### src/pitl_pkg.sv
// Shared constants, codes and controller/datapath types of the tetrahedron locator.
`default_nettype none

package pitl_pkg;

   localparam int MAX_TETRAS   = 1024;
   localparam int COORD_BITS   = 16;
   localparam int FRAC_BITS    = 16;
   localparam int WEIGHT_BITS  = 24;
   localparam int OVER_BITS    = 23;
   localparam int TNUM_BITS    = 10;
   localparam int POS_BITS     = 16;

   localparam int CORNER_DEPTH = 4 * MAX_TETRAS;
   localparam int TIDX_W       = (MAX_TETRAS > 1) ? $clog2(MAX_TETRAS) : 1;
   localparam int ADDR_W       = TIDX_W + 2;
   localparam int COUNT_W      = $clog2(MAX_TETRAS + 1);
   localparam int CORNER_W     = 3 * COORD_BITS;

   localparam int DIFF_W       = COORD_BITS + 1;
   localparam int CROSS_W      = 2 * DIFF_W + 1;
   localparam int DET_W        = 3 * DIFF_W + 3;
   localparam int DIV_W        = DET_W + FRAC_BITS + WEIGHT_BITS;
   localparam int DIVC_W       = $clog2(WEIGHT_BITS + 2);
   localparam int SUM_W        = WEIGHT_BITS + 2;

   typedef enum logic [1:0] {
      FUNC_CLEAR  = 2'd0,
      FUNC_LOAD   = 2'd1,
      FUNC_LOCATE = 2'd2,
      FUNC_NOP    = 2'd3
   } func_type;

   typedef enum logic [1:0] {
      STAT_OK      = 2'd0,
      STAT_FULL    = 2'd1,
      STAT_LOCATED = 2'd2,
      STAT_EMPTY   = 2'd3
   } status_type;

   typedef enum logic [3:0] {
      ST_IDLE,
      ST_DISPATCH,
      ST_FETCH,
      ST_DIFF,
      ST_CROSS,
      ST_DOT,
      ST_DIVINIT,
      ST_DIVSTEP,
      ST_WEIGHT,
      ST_EVAL,
      ST_FINISH
   } state_type;

   typedef struct packed {
      logic              req_ready;
      logic              mem_we;
      logic              mem_re;
      logic [ADDR_W-1:0] mem_addr;
      logic              fetch_cap;
      logic [1:0]        fetch_slot;
      logic              do_diff;
      logic              do_cross;
      logic              do_dot;
      logic              div_init;
      logic              div_step;
      logic              do_weight;
      logic              do_eval;
      logic              eval_first;
      logic [TIDX_W-1:0] scan_idx;
      logic              load_out;
      status_type        res;
   } cmd_type;

   typedef struct packed {
      logic     req_accept;
      func_type func;
      logic     enclosed;
      logic     out_free;
   } sts_type;

endpackage

`default_nettype wire

### src/pitl_ctrl.sv
// Controller: table bookkeeping and the per-tetrahedron scan sequence.
`default_nettype none

module pitl_ctrl (
   input  wire logic              clock,
   input  wire logic              reset,
   input  wire pitl_pkg::sts_type sts,
   output pitl_pkg::cmd_type      cmd
);

   localparam int CW = pitl_pkg::COUNT_W;
   localparam int TW = pitl_pkg::TIDX_W;
   localparam int VW = pitl_pkg::DIVC_W;
   localparam logic [2:0]    FETCH_LAST = 3'd4;
   localparam logic [VW-1:0] DIV_LAST   = VW'(pitl_pkg::WEIGHT_BITS);
   localparam logic [CW-1:0] COUNT_FULL = CW'(pitl_pkg::MAX_TETRAS);

   pitl_pkg::state_type  state_ff, state_in;
   pitl_pkg::status_type res_ff, res_in;
   logic [CW-1:0]        count_ff, count_in;
   logic [1:0]           phase_ff, phase_in;
   logic [TW-1:0]        scan_ff, scan_in;
   logic [2:0]           fc_ff, fc_in;
   logic [VW-1:0]        div_ff, div_in;
   logic                 last_tetra;

   assign last_tetra = (CW'(scan_ff) + CW'(1)) == count_ff;

   always_comb begin
      state_in = state_ff;
      unique case (state_ff)
         pitl_pkg::ST_IDLE: begin
            if (sts.req_accept) begin
               state_in = pitl_pkg::ST_DISPATCH;
            end
         end
         pitl_pkg::ST_DISPATCH: begin
            if (sts.func == pitl_pkg::FUNC_LOCATE && count_ff != '0) begin
               state_in = pitl_pkg::ST_FETCH;
            end else begin
               state_in = pitl_pkg::ST_FINISH;
            end
         end
         pitl_pkg::ST_FETCH: begin
            if (fc_ff == FETCH_LAST) begin
               state_in = pitl_pkg::ST_DIFF;
            end
         end
         pitl_pkg::ST_DIFF:    state_in = pitl_pkg::ST_CROSS;
         pitl_pkg::ST_CROSS:   state_in = pitl_pkg::ST_DOT;
         pitl_pkg::ST_DOT:     state_in = pitl_pkg::ST_DIVINIT;
         pitl_pkg::ST_DIVINIT: state_in = pitl_pkg::ST_DIVSTEP;
         pitl_pkg::ST_DIVSTEP: begin
            if (div_ff == DIV_LAST) begin
               state_in = pitl_pkg::ST_WEIGHT;
            end
         end
         pitl_pkg::ST_WEIGHT:  state_in = pitl_pkg::ST_EVAL;
         pitl_pkg::ST_EVAL: begin
            if (sts.enclosed || last_tetra) begin
               state_in = pitl_pkg::ST_FINISH;
            end else begin
               state_in = pitl_pkg::ST_FETCH;
            end
         end
         pitl_pkg::ST_FINISH: begin
            if (sts.out_free) begin
               state_in = pitl_pkg::ST_IDLE;
            end
         end
         default: state_in = pitl_pkg::ST_IDLE;
      endcase
   end

   // Counters and the pending result code.
   always_comb begin
      count_in = count_ff;
      phase_in = phase_ff;
      scan_in  = scan_ff;
      fc_in    = fc_ff;
      div_in   = div_ff;
      res_in   = res_ff;
      unique case (state_ff)
         pitl_pkg::ST_DISPATCH: begin
            scan_in = '0;
            fc_in   = '0;
            unique case (sts.func)
               pitl_pkg::FUNC_CLEAR: begin
                  count_in = '0;
                  phase_in = '0;
                  res_in   = pitl_pkg::STAT_OK;
               end
               pitl_pkg::FUNC_LOAD: begin
                  if (count_ff == COUNT_FULL) begin
                     res_in = pitl_pkg::STAT_FULL;
                  end else begin
                     res_in   = pitl_pkg::STAT_OK;
                     phase_in = phase_ff + 2'd1;
                     if (phase_ff == 2'd3) begin
                        count_in = count_ff + CW'(1);
                     end
                  end
               end
               pitl_pkg::FUNC_LOCATE: begin
                  res_in = (count_ff == '0) ? pitl_pkg::STAT_EMPTY : pitl_pkg::STAT_LOCATED;
               end
               pitl_pkg::FUNC_NOP: res_in = pitl_pkg::STAT_OK;
               default:            res_in = pitl_pkg::STAT_OK;
            endcase
         end
         pitl_pkg::ST_FETCH:   fc_in  = fc_ff + 3'd1;
         pitl_pkg::ST_DIVINIT: div_in = '0;
         pitl_pkg::ST_DIVSTEP: div_in = div_ff + VW'(1);
         pitl_pkg::ST_EVAL: begin
            scan_in = scan_ff + TW'(1);
            fc_in   = '0;
         end
         default: begin
         end
      endcase
   end

   always_ff @(posedge clock) begin
      if (reset) begin
         state_ff <= pitl_pkg::ST_IDLE;
         count_ff <= '0;
         phase_ff <= '0;
      end else begin
         state_ff <= state_in;
         count_ff <= count_in;
         phase_ff <= phase_in;
      end
   end

   always_ff @(posedge clock) begin
      scan_ff <= scan_in;
      fc_ff   <= fc_in;
      div_ff  <= div_in;
      res_ff  <= res_in;
   end

   always_comb begin
      cmd            = '0;
      cmd.scan_idx   = scan_ff;
      cmd.res        = res_ff;
      cmd.eval_first = (scan_ff == '0);
      unique case (state_ff)
         pitl_pkg::ST_IDLE: cmd.req_ready = 1'b1;
         pitl_pkg::ST_DISPATCH: begin
            cmd.mem_addr = {count_ff[TW-1:0], phase_ff};
            cmd.mem_we   = (sts.func == pitl_pkg::FUNC_LOAD) && (count_ff != COUNT_FULL);
         end
         pitl_pkg::ST_FETCH: begin
            cmd.mem_addr   = {scan_ff, fc_ff[1:0]};
            cmd.mem_re     = (fc_ff != FETCH_LAST);
            cmd.fetch_cap  = (fc_ff != '0);
            cmd.fetch_slot = fc_ff[1:0] - 2'd1;
         end
         pitl_pkg::ST_DIFF:    cmd.do_diff   = 1'b1;
         pitl_pkg::ST_CROSS:   cmd.do_cross  = 1'b1;
         pitl_pkg::ST_DOT:     cmd.do_dot    = 1'b1;
         pitl_pkg::ST_DIVINIT: cmd.div_init  = 1'b1;
         pitl_pkg::ST_DIVSTEP: cmd.div_step  = 1'b1;
         pitl_pkg::ST_WEIGHT:  cmd.do_weight = 1'b1;
         pitl_pkg::ST_EVAL:    cmd.do_eval   = 1'b1;
         pitl_pkg::ST_FINISH:  cmd.load_out  = sts.out_free;
         default: begin
         end
      endcase
   end

endmodule

`default_nettype wire

### config.mk
export PLATFORM = sky130hd
export DESIGN_NAME = pitl_ctrl
export DESIGN_NICKNAME = d
export VERILOG_FILES = /design/src/pitl_pkg.sv /design/src/pitl_ctrl.sv
export SDC_FILE = /design/constraint.sdc
export NUM_CORES = 1
export LEC_CHECK = 0
export BUFFER_PORTS_ARGS = -buffer_cell sky130_fd_sc_hd__buf_2
export CORE_ASPECT_RATIO = 2
export CORE_MARGIN = 2
export CORE_UTILIZATION = 35
export CTS_CLUSTER_DIAMETER = 40
export DETAILED_ROUTE_END_ITERATION = 7
export HOLD_SLACK_MARGIN = 0.08
export PLACE_DENSITY = 0.58
export SLEW_MARGIN = 20
export SYNTH_ARGS = -nofsm -noshare
export SYNTH_HDL_FRONTEND = slang
export SYNTH_SLANG_ARGS = --single-unit
### constraint.sdc
create_clock -name clock -period 2.5 [get_ports clock]
set_input_delay 0.5 -clock clock [delete_from_list [all_inputs] [get_ports clock]]
set_output_delay 0.5 -clock clock [all_outputs]
set_load 0.05 [all_outputs]
==> results of run 1 <==
## how the worst max path moves through the flow
stage | start | end | slack [ns] | depth (start not counted)
after floorplan | state_ff[2] | cmd[24] | -0.11 | 5
after global placement | count_ff[2] | cmd[37] | 0.38 | 5
after detailed placement | state_ff[2] | state_ff[3] | 0.32 | 6
after CTS | count_ff[2] | cmd[37] | 0.04 | 5
after global routing | state_ff[2] | cmd[25] | 0.02 | 6
final | count_ff[2] | cmd[37] | 0.16 | 5
## flip-flops by register name, summed over array words and instances (netlist names)
| register | flops |
|---|---|
| phase_ff | 2 |
| scan_ff | 10 |
| fc_ff | 3 |
| count_ff | 11 |
| state_ff | 4 |
| res_ff | 2 |
| div_ff | 5 |
## kinds of logic after synthesis
group	after synthesis	share of synthesized area, %
XOR/XNOR	32	11.38
buffers and inverters	41	7.313
adder cells (fa/ha/maj)	9	4.571
multiplexers	1	0.4063
flip-flops	37	38.19
AO/OA/AOI/OAI	38	10.26
AND/OR/NAND/NOR	117	27.88
## power by group
part | internal (mW) | switching (mW)
registers | 0.808 | 0.182
clock network | 0.370 | 0.223
logic | 0.458 | 1.08
total | 1.64 | 1.48
## critical path, cell delays in order, from the launching register on
cell     delay, ns
dfxtp_1       0.33
nor4_4        0.33
nand4_1       0.19
or2_0         0.24
and3_1        0.24
buf_2         0.23
## layout make-up
type | count | area, um^2 | area share, %
sequential | 37 | 940.9 | 31.60
timing repair buffer | 60 | 337.8 | 11.34
multi-input combinational | 197 | 1364 | 45.80
clock buffer | 8 | 136.4 | 4.580
tap | 90 | 112.6 | 3.782
inverter | 23 | 86.33 | 2.899
## cells in the final DEF, fill, tap and decap left out, types with 2 or more instances in the layout
cell and count:
nand3_1 9, nand4b_1 3, a211oi_1 2, or3_1 4, dfxtp_1 17, o21ai_0 11, clkbuf_1 3, nand2_1 12
a21oi_1 8, nand3b_1 2, nand4_1 4, clkbuf_16 5, a22o_1 8, nor4_4 2, nor3_1 6, xor2_1 6
nor3_2 4, nor2b_1 5, and3_1 5, nor2_1 40, ha_1 9, buf_4 15, buf_2 45, a31oi_1 2
nor4_1 4, inv_1 23, nor4_2 2, nor3b_1 2, xnor2_1 26, and4_1 2, edfxtp_1 20
## through the flow
step	cell area [um^2]	hold slack [ns]	utilization (%)	setup slack [ns]
3_3_place_gp	2825	0.5162	41.02	0.3820
2_1_floorplan	2476	0.4916	-	-0.1087
4_1_cts	2962	0.5115	43.01	0.03535
6_report	2978	0.5097	43.24	0.1572
5_1_grt	2978	0.5260	43.24	0.01620
3_5_place_dp	2825	0.5362	41.02	0.3232
## metal layers
metal | global-route usage, % | up-vias
met5 | 0 | -
met4 | 10.33 | 0
met3 | 3.116 | 15
met2 | 32.37 | 43
met1 | 17.03 | 988
li1 | - | 1050
## what timing repair did
| action | 4_1_cts | 5_1_grt |
|---|---|---|
| buffers inserted | 0 | 1 |
| setup endpoints to repair | 0 | 9 |
| hold endpoints to repair | 0 | 0 |
| resized for setup | 0 | 1 |
==> metrics, run 1 <==
result of the run finished clean; worst flop-to-flop path startpoint state_ff[2]; r2r endpoint state_ff[3]; worst reg-to-reg path cell count 6; area delta synth->final 20.87%; Period minus WS final about 2.3 ns; Critical Path Start Type register; ranking of synthesized cells by area edfxtp_1, dfxtp_1, xnor2_1; Worst VDD drop between 0.4 and 0.5 mV; hold path start reset; required time of the worst setup path roughly 2.0 ns; Post-Syn Instances around 280; count leader, synth nor2_1; RD Place Congestion 0.8217; Setup TNS Final 0 ns; Buffers on Ports 45; fin cells between 400 and 500; Via density between 5 and 6; Core Area roughly 0.0069 mm^2; Slew Limit Fails 0; clock sink count 37; Nets 340; crit-path max FO 4; Async SR Flop Fraction 0%; DP Cell Count 406; DIE HEIGHT 122.7 um; Top FF cell, synth edfxtp_1; Vias approximately 2,100; Pwr per Cell Area roughly 1000 mW/mm^2; gr usage total ~17%; FF-to-FF setup slack 0.35 ns; Final Setup Violations 0; Max Fclk ~430 MHz; first-pass GRT wire length 10.08 mm; Yosys top cell area share 24.38%; DR WL met3 ~180 um; Rows 43; Synth cell types roughly 50; Avg Cell Area, Syn roughly 9 um^2; hold_buf cts 0; CTS Buf Count 5; Worst-path clk slew 0.05 ns; EDFF count, synth 20; Starting Density around 36%; initial antenna violation count 0; hpwl dp slightly above 5 mm; type of the most critical hold path in -> reg; Post-synth top cells nor2_1, xnor2_1, inv_1, edfxtp_1, dfxtp_1; #FFs+latches synth 37; met2 wire length between 3 and 4 mm; critical path type reg -> out; CTS HTree Levels 2; proportion of layout cells with a drive suffix above 1 around a quarter; endpoint type of the worst setup path output port; Worst-Skew Late Latency roughly 0.28 ns; drt pass-1 iters 5; RSZ-0062 raised after global routing false; leakage about 1.2 nW; post-route ant nets 0; Cell Area, Synth approximately 0.0025 mm^2; Power, Total 3.118 mW; cell taking the most area after synthesis edfxtp_1; Period Utilization, post-route approximately 94%; Routed wire per std cell approximately 15 um; post-synthesis sequential area ratio 38.19%; die area just under 0.008 mm^2; CTS Root Buffer Type clkbuf_16; vias in the first global route 2,040; DRT met1 WL roughly 2.3 mm; # IOs 46; Worst Path Arrival between 1.5 and 2 ns; number of diodes 0; largest net degree at the start of global routing 17; Worst Tran Pin Value roughly 0.67 ns; max layer used met4; Post-Syn Nets about 290; # DRC 0; TritonCTS clock tree yes; GR Overflow Total 0; Routed Wire Length roughly 6.4 mm; final hold vios 0; Die W approximately 63 um; Hold Path End count_ff[1]; Fillers around 750; hold path depth 2; Fin Clk Skew 0.003670 ns; Ys Warns 0; Worst slew margin 55.65%; Initial DRC Count approximately 120; clk buf depth 2; max_cap viols 0
Power figures use the tool's default switching activity.
==> inputs of run 2 (changes only) <==
--- a/config.mk
+++ b/config.mk
@@ -8,11 +8,11 @@
 export BUFFER_PORTS_ARGS = -buffer_cell sky130_fd_sc_hd__buf_2
 export CORE_ASPECT_RATIO = 2
 export CORE_MARGIN = 2
-export CORE_UTILIZATION = 35
+export CORE_UTILIZATION = 56
 export CTS_CLUSTER_DIAMETER = 40
 export DETAILED_ROUTE_END_ITERATION = 7
 export HOLD_SLACK_MARGIN = 0.08
-export PLACE_DENSITY = 0.58
+export PLACE_DENSITY = 0.83
 export SLEW_MARGIN = 20
 export SYNTH_ARGS = -nofsm -noshare
 export SYNTH_HDL_FRONTEND = slang
==> run 2 against run 1 <==
Compared with the run above:
- critical path depth unchanged
- wire length down 5.1%
- sequential cell count unchanged
- critical endpoint is now cmd[26]
- largest cell class unchanged
- largest power group unchanged
- highest routed layer unchanged
==> metrics, run 2 (synthesis results as in run 1) <==
initial antenna violation count 0 (unchanged); vias in the first global route 2,159 (was 2,040); proportion of layout cells with a drive suffix above 1 23.91% (was 24.31%); Via density 5.766 (was 5.051); Gate power share 51.5% (was 49.2%); Power, Total 2.913 mW (was 3.118 mW); max reg flops 11 (unchanged); TritonCTS clock tree yes (unchanged); drt pass-1 iters 4 (was 5); worst setup margin 0.1224 ns (was 0.1572 ns); Worst-Skew Late Latency 0.29 ns (was 0.28 ns); most frequent cells in the layout buf_2, nor2_1, xnor2_1 (unchanged); number of diodes 0 (unchanged); Buffers on Ports 45 (unchanged); CTS Buf Count 5 (unchanged); Critical Path Start Type register (unchanged); hpwl dp 4.622 mm (was 5.066 mm); crit-path max FO 10 (was 4); Core Area 0.004297 mm^2 (was 0.006887 mm^2); Worst VDD drop 0.8477 mV (was 0.4839 mV); RD Place Congestion 0.8817 (was 0.8217); # IOs 46 (unchanged); clock share of power 13.8% (was 19.0%); GR Overflow Total 0 (unchanged); CTS Root Buffer Type clkbuf_8 (was clkbuf_16); die area 0.004978 mm^2 (was 0.007767 mm^2); most flop-heavy register count_ff (unchanged); first-pass GRT wire length 9.791 mm (was 10.08 mm); internal power 1.453 mW (was 1.636 mW); crit path cell chain buf_4, nor2_1, nand3b_1, o21ai_0, buf_2 (was nor4_4, nand4_1, or2_0, and3_1, buf_2); leakage 1.161 nW (was 1.207 nW); final hold vios 0 (unchanged); CP max-delay cell dfxtp_1 (unchanged); Worst-path clk slew 0.07 ns (was 0.05 ns); gr usage total 26.15% (was 17.17%); Nets 337 (was 340); max_cap viols 0 (unchanged); post-route ant nets 0 (unchanged); critical path type reg -> out (unchanged); slowest stage delay, CP 0.36 ns (was 0.33 ns); Worst slew margin 55.92% (was 55.65%); Final Setup Violations 0 (unchanged); required time of the worst setup path 2.00 ns (about the same); RSZ-0062 raised after global routing true (was false); Place WS 0.3465 ns (was 0.3232 ns); # DRC 0 (unchanged); Period Utilization, post-route 95.10% (was 93.71%); Routed wire per std cell 16.07 um (was 15.34 um); Largest regs count_ff: 11 flops, scan_ff: 10 flops, div_ff: 5 flops (unchanged); Max Fclk 420.6 MHz (was 426.8 MHz); area delta synth->final 15.54% (was 20.87%); Initial DRC Count 51 (was 122); commonest non-fill, non-tap cell in the layout buf_2 (unchanged); CP top delay family buffers and inverters (was simple AND/OR/NAND/NOR gates); FF-to-FF setup slack 0.46 ns (was 0.35 ns); clk buf depth 2 (unchanged); Fin Clk Skew 0.007026 ns (was 0.003670 ns); register share of total power 34.8% (was 31.8%); Slew Limit Fails 0 (unchanged); clock sink count 37 (unchanged); Sw Share 50.11% (was 47.53%); endpoint type of the worst setup path output port (unchanged); DIE HEIGHT 97.80 um (was 122.7 um); Routed Wire Length 6.043 mm (was 6.365 mm); WP buf/inv 2 (was 1); Die W 50.90 um (was 63.33 um); Switch Pwr 1.460 mW (was 1.482 mW); fin cells 376 (was 415); hold_buf cts 0 (unchanged); Pwr per Cell Area 1023 mW/mm^2 (was 1047 mW/mm^2); Worst Tran Pin Value 0.6611 ns (was 0.6651 ns); Starting Density 57.34% (was 35.77%); result of the run finished clean (unchanged); Worst Path Arrival 1.88 ns (was 1.84 ns); type of the most critical hold path in -> reg (unchanged); Period minus WS final 2.378 ns (was 2.343 ns); largest net degree at the start of global routing 20 (was 17); Rows 34 (was 43); DP Cell Count 368 (was 406); Vias 2,168 (was 2,096); CTS HTree Levels 2 (unchanged)
==> run 2: what timing repair did <==
| action | in CTS | in global routing |
|---|---|---|
| setup endpoints to repair | 0 | 17 |
| setup buffers | 0 | 0 |
| resized for setup | 0 | 2 |
==> run 2: power by group through the flow <==
stage / Combinational, mW / Clock, mW / Sequential [mW]
floorplan: 1.03 / 0 / 1.14
CTS: 1.50 / 0.407 / 1.01
global route: 1.60 / 0.421 / 1.04
detailed placement: 1.49 / 0 / 1.02
finish: 1.50 / 0.401 / 1.01
global placement: 1.46 / 0 / 1.02
==> run 2: final timing paths <==
kind / endpoint / depth (start not counted) / start
max: cmd[26] / 5 / state_ff[0]
min: state_ff[1] / 2 / reset
max reg2reg: state_ff[3] / 7 / state_ff[3]
min reg2reg: count_ff[0] / 3 / count_ff[0]
==> run 2: through the flow <==
step / TNS [ns] / util [%] / hold slack [ns] / instance area (um^2)
3_3_place_gp: 0 / 64.36 / 0.5636 / 2765
2_1_floorplan: -0.5437 / - / 0.4916 / 2476
6_report: 0 / 66.25 / 0.5066 / 2846
3_5_place_dp: 0 / 64.36 / 0.5767 / 2765
4_1_cts: 0 / 66.22 / 0.5247 / 2845
5_1_grt: -0.005244 / 66.25 / 0.5311 / 2846
==> run 2: area by class of cell <==
cell class / count / area, um^2
clock buffer: 8 / 80.08
fill: 390 / 1450
inverter: 23 / 86.33
multi-input combinational: 197 / 1355
sequential: 37 / 942.2
tap: 54 / 67.56
timing repair buffer: 57 / 315.3
==> run 2: layer usage <==
metal,GRT usage (%),routed length [um],vias up
met1,26.97,2071,1023
met3,2.905,265,22
li1,-,-,1047
met2,46.65,3400,76
met5,0,0,-
met4,18.30,306,0
==> inputs of run 3 (changes only) <==
--- a/config.mk
+++ b/config.mk
@@ -8,11 +8,11 @@
 export BUFFER_PORTS_ARGS = -buffer_cell sky130_fd_sc_hd__buf_2
 export CORE_ASPECT_RATIO = 2
 export CORE_MARGIN = 2
-export CORE_UTILIZATION = 56
+export CORE_UTILIZATION = 45
 export CTS_CLUSTER_DIAMETER = 40
 export DETAILED_ROUTE_END_ITERATION = 7
 export HOLD_SLACK_MARGIN = 0.08
-export PLACE_DENSITY = 0.83
+export PLACE_DENSITY = 0.67
 export SLEW_MARGIN = 20
 export SYNTH_ARGS = -nofsm -noshare
 export SYNTH_HDL_FRONTEND = slang
==> run 3 against run 2 <==
Compared with the run above:
- clock skew fell by 0.0025 ns
- utilization fell by 12 points
- cell count rose by 2.1%
==> metrics, run 3 (synthesis results as in run 1) <==
most frequent cells in the layout buf_2, nor2_1, xnor2_1 (unchanged); Starting Density 45.85% (was 57.34%); Core Area 0.005373 mm^2 (was 0.004297 mm^2); # DRC 0 (unchanged); CTS Buf Count 5 (unchanged); gr usage total 20.65% (was 26.15%); Routed wire per std cell 16.05 um (was 16.07 um); Worst slew margin 53.99% (was 55.92%); largest net degree at the start of global routing 15 (was 20); Switch Pwr 1.494 mW (was 1.460 mW); max_cap viols 0 (unchanged); die area 0.006119 mm^2 (was 0.004978 mm^2); Routed Wire Length 6.163 mm (was 6.043 mm); DIE HEIGHT 108.6 um (was 97.80 um); leakage 1.193 nW (was 1.161 nW); CTS Root Buffer Type clkbuf_8 (unchanged); Buffers on Ports 45 (unchanged); Worst VDD drop 0.8792 mV (was 0.8477 mV); FF-to-FF setup slack 0.48 ns (was 0.46 ns); post-route ant nets 0 (unchanged); Pwr per Cell Area 1053 mW/mm^2 (was 1023 mW/mm^2); final hold vios 0 (unchanged); Sw Share 48.79% (was 50.11%); Setup TNS Final 0 ns (unchanged); Max Fclk 414.3 MHz (was 420.6 MHz); # IOs 46 (unchanged); result of the run finished clean (unchanged); register share of total power 32.1% (was 34.8%); RD Place Congestion 0.8803 (was 0.8817); internal power 1.568 mW (was 1.453 mW); Die W 56.32 um (was 50.90 um); critical path type reg -> out (unchanged); first-pass GRT wire length 9.763 mm (was 9.791 mm); Fin Clk Skew 0.004568 ns (was 0.007026 ns); proportion of layout cells with a drive suffix above 1 24.69% (was 23.91%); required time of the worst setup path 2.00 ns (about the same); most flop-heavy register count_ff (unchanged); Gate power share 51.3% (was 51.5%); GR Overflow Total 0 (unchanged); RSZ-0062 raised after global routing false (was true); area delta synth->final 18.03% (was 15.54%); endpoint type of the worst setup path output port (unchanged); Final Setup Violations 0 (unchanged); initial antenna violation count 0 (unchanged); hold path depth 2 (unchanged); Finished Cell Area 0.002908 mm^2 (was 0.002846 mm^2); Period Utilization, post-route 96.55% (was 95.10%); number of diodes 0 (unchanged); type of the most critical hold path in -> reg (unchanged); max reg flops 11 (unchanged); clock sink count 37 (unchanged); vias in the first global route 2,117 (was 2,159); commonest non-fill, non-tap cell in the layout buf_2 (unchanged); Worst-path clk slew 0.08 ns (was 0.07 ns); Via density 5.651 (was 5.766); crit-path max FO 6 (was 10); Slew Limit Fails 0 (unchanged); CTS HTree Levels 2 (unchanged); Worst Tran Pin Value 0.6900 ns (was 0.6611 ns); Power, Total 3.063 mW (was 2.913 mW); Period minus WS final 2.414 ns (was 2.378 ns); Worst Path Arrival 1.91 ns (was 1.88 ns); Post-DP Area 0.002780 mm^2 (was 0.002765 mm^2); Critical Path Start Type register (unchanged); hpwl dp 4.809 mm (was 4.622 mm); Worst-Skew Late Latency 0.29 ns (about the same); final hold slack 0.5087 ns (was 0.5066 ns); clk buf depth 2 (unchanged); drt pass-1 iters 4 (unchanged); Rows 38 (was 34); Largest regs count_ff: 11 flops, scan_ff: 10 flops, div_ff: 5 flops (unchanged); Initial DRC Count 82 (was 51); TritonCTS clock tree yes (unchanged); clock share of power 16.6% (was 13.8%); hold_buf cts 0 (unchanged); worst reg-to-reg path cell count 6 (was 7); Vias 2,170 (was 2,168); Nets 339 (was 337)
-- run 3: cell count changes in the layout (fill, tap and decap cells not counted), sizes merged --
cell | before | now
buf | 57 | 59
-- run 3: cell type report --
| type | count | area (um^2) |
|---|---|---|
| Sequential cell | 37 | 940.9 |
| Fill cell | 524 | 2465 |
| Multi-Input combinational cell | 197 | 1364 |
| Tap cell | 60 | 75.07 |
| Inverter | 23 | 86.33 |
| Clock buffer | 8 | 111.4 |
| Timing Repair Buffer | 59 | 330.3 |
-- run 3: worst max-delay path, cell delays in order (launching register included) --
cell     delay (ns)
dfxtp_1        0.41
nor4_4         0.33
nand4_1        0.15
or2_0          0.25
and3_1         0.24
buf_2          0.22
-- run 3: metal layers --
| metal | vias to the layer above | wire (um) | global-route usage (%) |
|---|---|---|---|
| met4 | 0 | 195 | 11.56 |
| met2 | 52 | 3548 | 40.17 |
| met1 | 1056 | 2242 | 19.94 |
| met5 | - | 0 | 0 |
| li1 | 1049 | - | - |
| met3 | 13 | 176 | 3.321 |
-- run 3: power groups by stage --
| stage | registers, mW | logic, mW | clock network, mW |
|---|---|---|---|
| CTS | 0.979 | 1.57 | 0.518 |
| floorplan | 1.14 | 1.03 | 0 |
| global route | 1.00 | 1.70 | 0.532 |
| global placement | 0.989 | 1.56 | 0 |
| finish | 0.982 | 1.57 | 0.508 |
| detailed placement | 0.996 | 1.57 | 0 |
-- run 3: worst paths after layout --
path / end / start
setup / recovery: cmd[37] / count_ff[5]
hold / removal: phase_ff[0] / reset
setup reg to reg: count_ff[8] / count_ff[10]
hold reg to reg: count_ff[0] / count_ff[0]
-- run 3: timing repair --
item,in CTS,in global routing
buffers inserted,0,1
setup endpoints to repair,0,1
gates resized for setup,0,1
-- run 3: metrics by stage --
stage	utilization, %	setup slack, ns	cells
floorplan	-	-0.1087	275
global placement	51.75	0.4370	375
detailed placement	51.75	0.3515	375
CTS	53.82	0.01567	383
global route	54.12	0.0002911	384
finish	54.12	0.08614	384
